==> config.mk <==
export PLATFORM = sky130hd
export DESIGN_NAME = utf8_sequence_validator
export DESIGN_NICKNAME = d
export VERILOG_FILES = /design/src/rtl/utf8v_pkg.sv /design/src/rtl/utf8v_classify.sv /design/src/rtl/utf8v_step.sv /design/src/rtl/utf8_sequence_validator.sv
export SDC_FILE = /design/constraint.sdc
export NUM_CORES = 1
export LEC_CHECK = 0
export BUFFER_PORTS_ARGS = -buffer_cell sky130_fd_sc_hd__clkbuf_2
export CELL_PAD_IN_SITES_DETAIL_PLACEMENT = 1
export CELL_PAD_IN_SITES_GLOBAL_PLACEMENT = 1
export CORE_ASPECT_RATIO = 1.5
export CORE_MARGIN = 4
export CORE_UTILIZATION = 30
export CTS_CLUSTER_DIAMETER = 60
export DETAILED_ROUTE_END_ITERATION = 10
export GPL_TIMING_DRIVEN = 1
export PLACE_DENSITY_LB_ADDON = 0.25
export SLEW_MARGIN = 20
export SYNTH_ARGS = -nofsm -noshare
export SYNTH_HDL_FRONTEND = slang
export SYNTH_HIERARCHICAL = 1
export SYNTH_SLANG_ARGS = --single-unit
==> constraint.sdc <==
create_clock -name clk -period 2.8 [get_ports clk]
set_input_delay 0.14 -clock clk [delete_from_list [all_inputs] [get_ports clk]]
set_output_delay 0.14 -clock clk [all_outputs]
set_load 0.01 [all_outputs]
==> src/rtl/utf8v_pkg.sv <==
// Shared types and codes for the UTF-8 sequence validator.
`default_nettype none

package utf8v_pkg;

	// Byte class codes
	typedef logic [3:0] byte_class_t;

	localparam byte_class_t CLS_ASCII    = 4'd0;   // 00-7F
	localparam byte_class_t CLS_CONT_LO  = 4'd1;   // 80-8F, C0, C1
	localparam byte_class_t CLS_LEAD2    = 4'd2;   // C2-DF
	localparam byte_class_t CLS_LEAD3    = 4'd3;   // E1-EC, EE, EF
	localparam byte_class_t CLS_ED       = 4'd4;   // ED
	localparam byte_class_t CLS_F4       = 4'd5;   // F4
	localparam byte_class_t CLS_LEAD4    = 4'd6;   // F1-F3
	localparam byte_class_t CLS_CONT_HI  = 4'd7;   // A0-BF
	localparam byte_class_t CLS_BAD      = 4'd8;   // F5-FF
	localparam byte_class_t CLS_CONT_MID = 4'd9;   // 90-9F
	localparam byte_class_t CLS_E0       = 4'd10;  // E0
	localparam byte_class_t CLS_F0       = 4'd11;  // F0

	// Result status codes
	typedef enum logic [1:0] {
		STATUS_PENDING   = 2'd0,
		STATUS_COMPLETE  = 2'd1,
		STATUS_INVALID   = 2'd2,
		STATUS_TRUNCATED = 2'd3
	} status_t;

	// Result of one byte, passed from the step logic to the output register
	typedef struct packed {
		logic [1:0] end_index;
		status_t    status;
	} result_t;

	localparam int TDATA_W = 8;

endpackage : utf8v_pkg

`default_nettype wire

==> src/rtl/utf8v_classify.sv <==
// Byte classifier: sorts a raw byte into one of the validator's byte classes.
`default_nettype none

module utf8v_classify (
	input  wire logic [7:0]            data_byte,
	output utf8v_pkg::byte_class_t     byte_class
);

	// Decode byte ranges in ascending order
	always_comb begin
		if (data_byte < 8'h80) begin
			byte_class = utf8v_pkg::CLS_ASCII;
		end else if (data_byte < 8'h90) begin
			byte_class = utf8v_pkg::CLS_CONT_LO;
		end else if (data_byte < 8'hA0) begin
			byte_class = utf8v_pkg::CLS_CONT_MID;
		end else if (data_byte < 8'hC0) begin
			byte_class = utf8v_pkg::CLS_CONT_HI;
		end else if (data_byte < 8'hC2) begin
			byte_class = utf8v_pkg::CLS_CONT_LO;
		end else if (data_byte < 8'hE0) begin
			byte_class = utf8v_pkg::CLS_LEAD2;
		end else if (data_byte == 8'hE0) begin
			byte_class = utf8v_pkg::CLS_E0;
		end else if (data_byte == 8'hED) begin
			byte_class = utf8v_pkg::CLS_ED;
		end else if (data_byte < 8'hF0) begin
			byte_class = utf8v_pkg::CLS_LEAD3;
		end else if (data_byte == 8'hF0) begin
			byte_class = utf8v_pkg::CLS_F0;
		end else if (data_byte < 8'hF4) begin
			byte_class = utf8v_pkg::CLS_LEAD4;
		end else if (data_byte == 8'hF4) begin
			byte_class = utf8v_pkg::CLS_F4;
		end else begin
			byte_class = utf8v_pkg::CLS_BAD;
		end
	end

endmodule : utf8v_classify

`default_nettype wire

==> src/rtl/utf8v_step.sv <==
// Decoder automaton: state registers, transition table and status decision.
`default_nettype none

module utf8v_step (
	input  wire logic                   clk,
	input  wire logic                   arst_n,
	input  wire logic                   advance,     // item leaves the input stage
	input  wire utf8v_pkg::byte_class_t byte_class,
	input  wire logic                   last_byte,
	output utf8v_pkg::result_t          result
);

	// Decoder states, named by what the next byte must be
	typedef enum logic [7:0] {
		ST_START = 8'b0000_0001,  // between sequences
		ST_NEED1 = 8'b0000_0010,  // one continuation left
		ST_NEED2 = 8'b0000_0100,  // two continuations left
		ST_E0    = 8'b0000_1000,  // after E0: A0-BF, then one more
		ST_ED    = 8'b0001_0000,  // after ED: 80-9F, C0, C1, then one more
		ST_F0    = 8'b0010_0000,  // after F0: 90-BF, then two more
		ST_NEED3 = 8'b0100_0000,  // three continuations left
		ST_F4    = 8'b1000_0000   // after F4: 80-8F, C0, C1, then two more
	} dec_state_t;

	dec_state_t state_q;
	logic [1:0] pos_q;

	dec_state_t next_st;
	logic       hit;
	utf8v_pkg::status_t status;

	// Look up the transition for the current state and byte class
	always_comb begin
		hit     = 1'b0;
		next_st = ST_START;
		case (state_q)
			ST_START: begin
				hit = 1'b1;
				case (byte_class)
					utf8v_pkg::CLS_ASCII: next_st = ST_START;
					utf8v_pkg::CLS_LEAD2: next_st = ST_NEED1;
					utf8v_pkg::CLS_LEAD3: next_st = ST_NEED2;
					utf8v_pkg::CLS_F4:    next_st = ST_F4;
					utf8v_pkg::CLS_LEAD4: next_st = ST_NEED3;
					utf8v_pkg::CLS_F0:    next_st = ST_F0;
					utf8v_pkg::CLS_E0:    next_st = ST_E0;
					utf8v_pkg::CLS_ED:    next_st = ST_ED;
					default:              hit     = 1'b0;
				endcase
			end
			ST_F4: begin
				hit     = (byte_class == utf8v_pkg::CLS_CONT_LO);
				next_st = ST_NEED2;
			end
			ST_NEED3: begin
				hit     = byte_class inside {utf8v_pkg::CLS_CONT_LO, utf8v_pkg::CLS_CONT_HI,
				                              utf8v_pkg::CLS_CONT_MID};
				next_st = ST_NEED2;
			end
			ST_F0: begin
				hit     = byte_class inside {utf8v_pkg::CLS_CONT_HI, utf8v_pkg::CLS_CONT_MID};
				next_st = ST_NEED2;
			end
			ST_E0: begin
				hit     = (byte_class == utf8v_pkg::CLS_CONT_HI);
				next_st = ST_NEED1;
			end
			ST_ED: begin
				hit     = byte_class inside {utf8v_pkg::CLS_CONT_LO, utf8v_pkg::CLS_CONT_MID};
				next_st = ST_NEED1;
			end
			ST_NEED2: begin
				hit     = byte_class inside {utf8v_pkg::CLS_CONT_LO, utf8v_pkg::CLS_CONT_HI,
				                              utf8v_pkg::CLS_CONT_MID};
				next_st = ST_NEED1;
			end
			ST_NEED1: begin
				hit     = byte_class inside {utf8v_pkg::CLS_CONT_LO, utf8v_pkg::CLS_CONT_HI,
				                              utf8v_pkg::CLS_CONT_MID};
				next_st = ST_START;
			end
			default: begin
				hit     = 1'b0;
				next_st = ST_START;
			end
		endcase
	end

	// Decide the status; invalid wins over truncated
	always_comb begin
		if (!hit) begin
			status = utf8v_pkg::STATUS_INVALID;
		end else if (next_st == ST_START) begin
			status = utf8v_pkg::STATUS_COMPLETE;
		end else if (last_byte) begin
			status = utf8v_pkg::STATUS_TRUNCATED;
		end else begin
			status = utf8v_pkg::STATUS_PENDING;
		end
	end

	assign result.status    = status;
	assign result.end_index = pos_q;

	// Advance the automaton; return to start after any finished sequence
	always_ff @(posedge clk or negedge arst_n) begin
		if (!arst_n) begin
			state_q <= ST_START;
			pos_q   <= 2'd0;
		end else if (advance) begin
			if (status == utf8v_pkg::STATUS_PENDING) begin
				state_q <= next_st;
				pos_q   <= pos_q + 2'd1;
			end else begin
				state_q <= ST_START;
				pos_q   <= 2'd0;
			end
		end
	end

	// Byte position is zero exactly between sequences
	a_pos_matches_state: assert property (@(posedge clk) disable iff (!arst_n)
		(pos_q == 2'd0) == (state_q == ST_START))
		else $error("byte position out of step with decoder state");

	// A finished byte sends the automaton back to start
	a_restart_after_done: assert property (@(posedge clk) disable iff (!arst_n)
		(advance && status != utf8v_pkg::STATUS_PENDING) |=>
		(state_q == ST_START && pos_q == 2'd0))
		else $error("decoder did not return to start");

	// No sequence stays open past its fourth byte
	a_no_pending_at_four: assert property (@(posedge clk) disable iff (!arst_n)
		(advance && pos_q == 2'd3) |-> (status != utf8v_pkg::STATUS_PENDING))
		else $error("sequence still pending at fourth byte");

endmodule : utf8v_step

`default_nettype wire

==> src/rtl/utf8_sequence_validator.sv <==
// Top level of the UTF-8 sequence validator: input stage, automaton, result register.
//
//  channel  | direction | handshake         | payload
//  ---------+-----------+-------------------+-------------------------------------
//  s_       | in        | s_tvalid/s_tready | s_tdata[7:0] data_byte, s_tlast last_byte
//  m_       | out       | m_tvalid/m_tready | m_tdata[1:0] status, [3:2] end_index
//
// One byte per cycle sustained while m_tready is high; the result is presented after the input
// transaction has passed through the input register, then the result register.
// The decoder state and byte position update as a byte moves into the result register.
// arst_n clears the automaton to its start state and empties both stages.
// A stalled result holds the input stage; the input stays ready while the result
// register is free or is being taken in the same cycle.
`default_nettype none

module utf8_sequence_validator (
	input  wire logic        clk,
	input  wire logic        arst_n,
	input  wire logic        s_tvalid,
	output logic             s_tready,
	input  wire logic [7:0]  s_tdata,   // [7:0] data_byte
	input  wire logic        s_tlast,   // last_byte
	output logic             m_tvalid,
	input  wire logic        m_tready,
	output logic [7:0]       m_tdata    // [1:0] status, [3:2] end_index, [7:4] zero
);

	logic               valid_s1;
	logic [7:0]         data_s1;
	logic               last_s1;
	logic               valid_s2;
	utf8v_pkg::result_t res_s2;

	logic                   accept;
	logic                   advance;
	utf8v_pkg::byte_class_t byte_class;
	utf8v_pkg::result_t     result;

	// Move the held byte on when the result register is free or draining
	assign advance  = valid_s1 && (!valid_s2 || m_tready);
	assign s_tready = !valid_s1 || advance;
	assign accept   = s_tvalid && s_tready;

	// Hold the input transaction
	always_ff @(posedge clk or negedge arst_n) begin
		if (!arst_n) begin
			valid_s1 <= 1'b0;
		end else if (accept) begin
			valid_s1 <= 1'b1;
		end else if (advance) begin
			valid_s1 <= 1'b0;
		end
	end

	always_ff @(posedge clk) begin
		if (accept) begin
			data_s1 <= s_tdata;
			last_s1 <= s_tlast;
		end
	end

	utf8v_classify u_classify (
		.data_byte  (data_s1),
		.byte_class (byte_class)
	);

	utf8v_step u_step (
		.clk        (clk),
		.arst_n     (arst_n),
		.advance    (advance),
		.byte_class (byte_class),
		.last_byte  (last_s1),
		.result     (result)
	);

	// Capture the result; drop it once taken
	always_ff @(posedge clk or negedge arst_n) begin
		if (!arst_n) begin
			valid_s2 <= 1'b0;
		end else if (advance) begin
			valid_s2 <= 1'b1;
		end else if (m_tready) begin
			valid_s2 <= 1'b0;
		end
	end

	always_ff @(posedge clk) begin
		if (advance) begin
			res_s2 <= result;
		end
	end

	assign m_tvalid = valid_s2;
	assign m_tdata  = {{(utf8v_pkg::TDATA_W - $bits(utf8v_pkg::result_t)){1'b0}}, res_s2};

endmodule : utf8_sequence_validator

`default_nettype wire
==> summary.md <==
| Metric | Value |
|---|---|
| Chip width | 65.2 um |
| Core Area | 4620 um^2 |
| Die area | 6110 um^2 |
| Slowest Stage Delay on Critical Path | 580 ps |
| Met3 GRT Util | 0.0168 |
| Commonest non-fill, non-tap cells in the layout | clkbuf_2 (18), buf_4 (16), edfxtp_1 (13) |
| # rows | 30 |
| Die height | 93.7 um |
| Seq cells post-synth | 25 |
| Largest net degree at the start of global routing | 22 |
| Simple-gate share of the synthesized area | 0.266 |
| Tot GR Track Use | 0.139 |
| CTS tree | yes |
| Failing checks | setup timing |
| CP Class | register to register |
| RSZ-0062 raised after global routing | true |
| Clk slew on worst S/H paths | 80 ps |
| Final Hold Fails | 0 |
| Hold Path Class | input pin to register |
| Synth Area in XOR/XNOR | 0.0179 |
| First-pass GRT wire length | 6530 um |
| GRT busiest layer | met2 |
| CP Launch Type | register |
| PwrDens | 470 nW/um^2 |
| Maxcap violations | 0 |
| Cell breakdown of the critical path | or4_4 -> nor3_2 -> o31a_1 -> and3b_1 -> buf_4 -> nand3_1 -> o22ai_1 -> or4_4 -> nor2b_1 |
| Most common cell after layout, fill and taps aside | clkbuf_2 |
| Rel. slew slack | 0.496 |
| Post-synth EDFFs | 13 |
| Post-synthesis mux area share | 0.0136 |
| DPL Wire Length | 3150 um |
| Placed Instances | 239 |
| FMAX | 355 MHz |
| CP delay by family, top | simple AND/OR/NAND/NOR gates |
| Most used DFF post-synth | edfxtp_1 |
| Maximum vdd drop | 0.352 mV |
| Power Total | 0.849 mW |
| Grt total ovfl | 0 |
| Netlist Area Pre-Place | 1470 um^2 |
| Largest area contributor in the netlist | edfxtp_1 |
| Critical-path top delay cell | or4_4 |
| Vias in the first global route | 1,384 |
| M1 GR Usage | 0.141 |
| DR DRC count | 0 |
| Vias post-DR | 1,266 |
| Critical Path RT | 2820 ps |
| Slew @ Worst Pin | 756 ps |
| Final Core Density | 0.391 |
| WP data arrival | 2830 ps |
| Net count, final | 198 |
| Vias per cell | 5.10 |
| Largest family of logic cells by synthesized area | simple AND/OR/NAND/NOR gates |
| Yosys cell types | 49 |
| P_leak | 0.726 nW |
| Share of layout cells above drive strength 1 | 0.293 |
| Period minus WS final | 2810 ps |
| Slew Limit Fails | 0 |
| CTS buffer count | 3 |
| Clock Tree Buf Depth | 2 |
| Async SR Flop Fraction | 0.480 |
| PortBufs | 18 |
| Tcrit/Tclk final | 1.01 |
| Synth top area share | 0.266 |
| DR iter-0 viols | 14 |
| Routed Wire Length | 3930 um |
| Final non-filler cell total | 248 |
| Root buf cell | clkbuf_8 |
| WL per Instance | 15.8 um |
| Top area cells in the synthesized netlist | edfxtp_1 (27%), dfrtp_1 (19%), o22ai_1 (3.8%) |
| Initial core utilization | 0.318 |
| Number of diodes | 0 |
| Crit. End Element | register |
| Seq/Total Area, Yosys | 0.471 |
| Initial antenna violation count | 0 |
| Fill count | 538 |
| Synth warn | 6 |
| Clk_skew | 2.90 ps |
| Complex-gate fraction of the synthesized area | 0.162 |
| Crit-path most repeated cell | or4_4 |
| Synth Area in Adders | 0 |
| Final setup violation count | 1 |
| Avg Cell Area, Syn | 9.61 um^2 |
| First-pass DRT Iterations | 4 |
| Clk_lat worst skew | 270 ps |
| H-tree depth | 1 |
| Status | complete, but fails checks |
| CP max FO | 5 |
| CTS Sinks | 25 |
| Buf/Inv on CP | 1 |
| Area grow syn2layout | 22.8% |
| Synth Instances | 153 |
| Final ANT Viol Nets | 0 |
| Gpl congestion | 0.794 |
| I/O pin total | 23 |
| Met2 Track Usage GR | 0.270 |
| PnR worst setup slack | -14.9 ps |
[registers in the layout, indices dropped and copies added, names as in the netlist]
name and count:
u_step/state_q 8, data_s1 8, last_s1 1, valid_s1 1, m_tdata 4, m_tvalid 1, u_step/pos_q 2
[cell type report]
| class | count | area, um^2 | share of cell area |
|---|---|---|---|
| clock buffers | 3 | 41.3 | 0.0229 |
| clock inverters | 1 | 5.00 | 0.00277 |
| inverters | 11 | 41.3 | 0.0229 |
| multi-input cells | 109 | 726 | 0.402 |
| flip-flops and latches | 25 | 692 | 0.383 |
| well taps | 64 | 80.1 | 0.0444 |
| repair buffers | 35 | 220 | 0.122 |
[through the flow]
step | setup WS (ps) | area (um^2) | hold WS [ps] | TNS [ps]
after global routing | -97.4 | 1810 | 21.4 | -329
after floorplan | 11.9 | 1480 | -156 | 0
after global placement | 20.0 | 1680 | 41.1 | 0
final | -14.9 | 1810 | 41.5 | -14.9
after detailed placement | -13.8 | 1680 | 48.1 | -16.2
after CTS | -4.44 | 1760 | 29.8 | -4.44
[layer usage]
metal,part of all wire,wire [um]
met1,0.39,1510
met2,0.57,2240
met3,0.018,70
met4,0.026,101
met5,0,0
[synth_stat cells (3+ instances only)]
cell type,number
edfxtp_1,13
a21oi_1,3
buf_4,4
or4_1,3
o21ai_0,5
inv_1,11
nor3_1,3
nand2b_1,6
o22ai_1,9
o211ai_1,4
nand2_1,10
nor2_1,10
nand4_1,3
dfrtp_1,11
clkbuf_1,6
nand3_1,9
[what timing repair did]
| item | 4_1_cts | 5_1_grt |
|---|---|---|
| setup endpoints to repair | 5 | 7 |
| pin swaps | 1 | 1 |
| setup buffers | 2 | 2 |
| gates resized for setup | 0 | 8 |
| hold endpoints to repair | 11 | 0 |
| hold buffers | 1 | 0 |
[report_power, final]
group          leakage (nW)  internal, mW  switching, mW
Combinational         0.418        0.0856          0.105
Clock                0.0255        0.0996          0.111
Sequential            0.283         0.421         0.0267
Total                 0.726         0.606          0.243
[cell families after synthesis]
group,after synthesis
other cells,1
flops,25
simple gates,65
xor+xnor,3
buf+inv,22
compound gates,35
mux,2
[worst paths after layout]
path                                 start  slack (ps)           endpoint  cells past startpoint
hold / removal                  s_tdata[7]          40         data_s1[7]                      1
setup / recovery                data_s1[2]         -10         m_tdata[0]                      9
max in group asynchronous           arst_n        2230  u_step/state_q[0]                      2
setup reg to reg                data_s1[2]         -10         m_tdata[0]                      9
min in group asynchronous           arst_n         280           m_tvalid                      2
hold reg to reg            u_step/pos_q[1]         460         m_tdata[3]                      0
[worst register-to-register path, cell delays in order (launching register included)]
cell and delay (ps):
edfxtp_1 460, or4_4 580, nor3_2 170, o31a_1 150, and3b_1 210, buf_4 150
nand3_1 70, o22ai_1 80, or4_4 560, nor2b_1 160
Power figures use the tool's default switching activity.
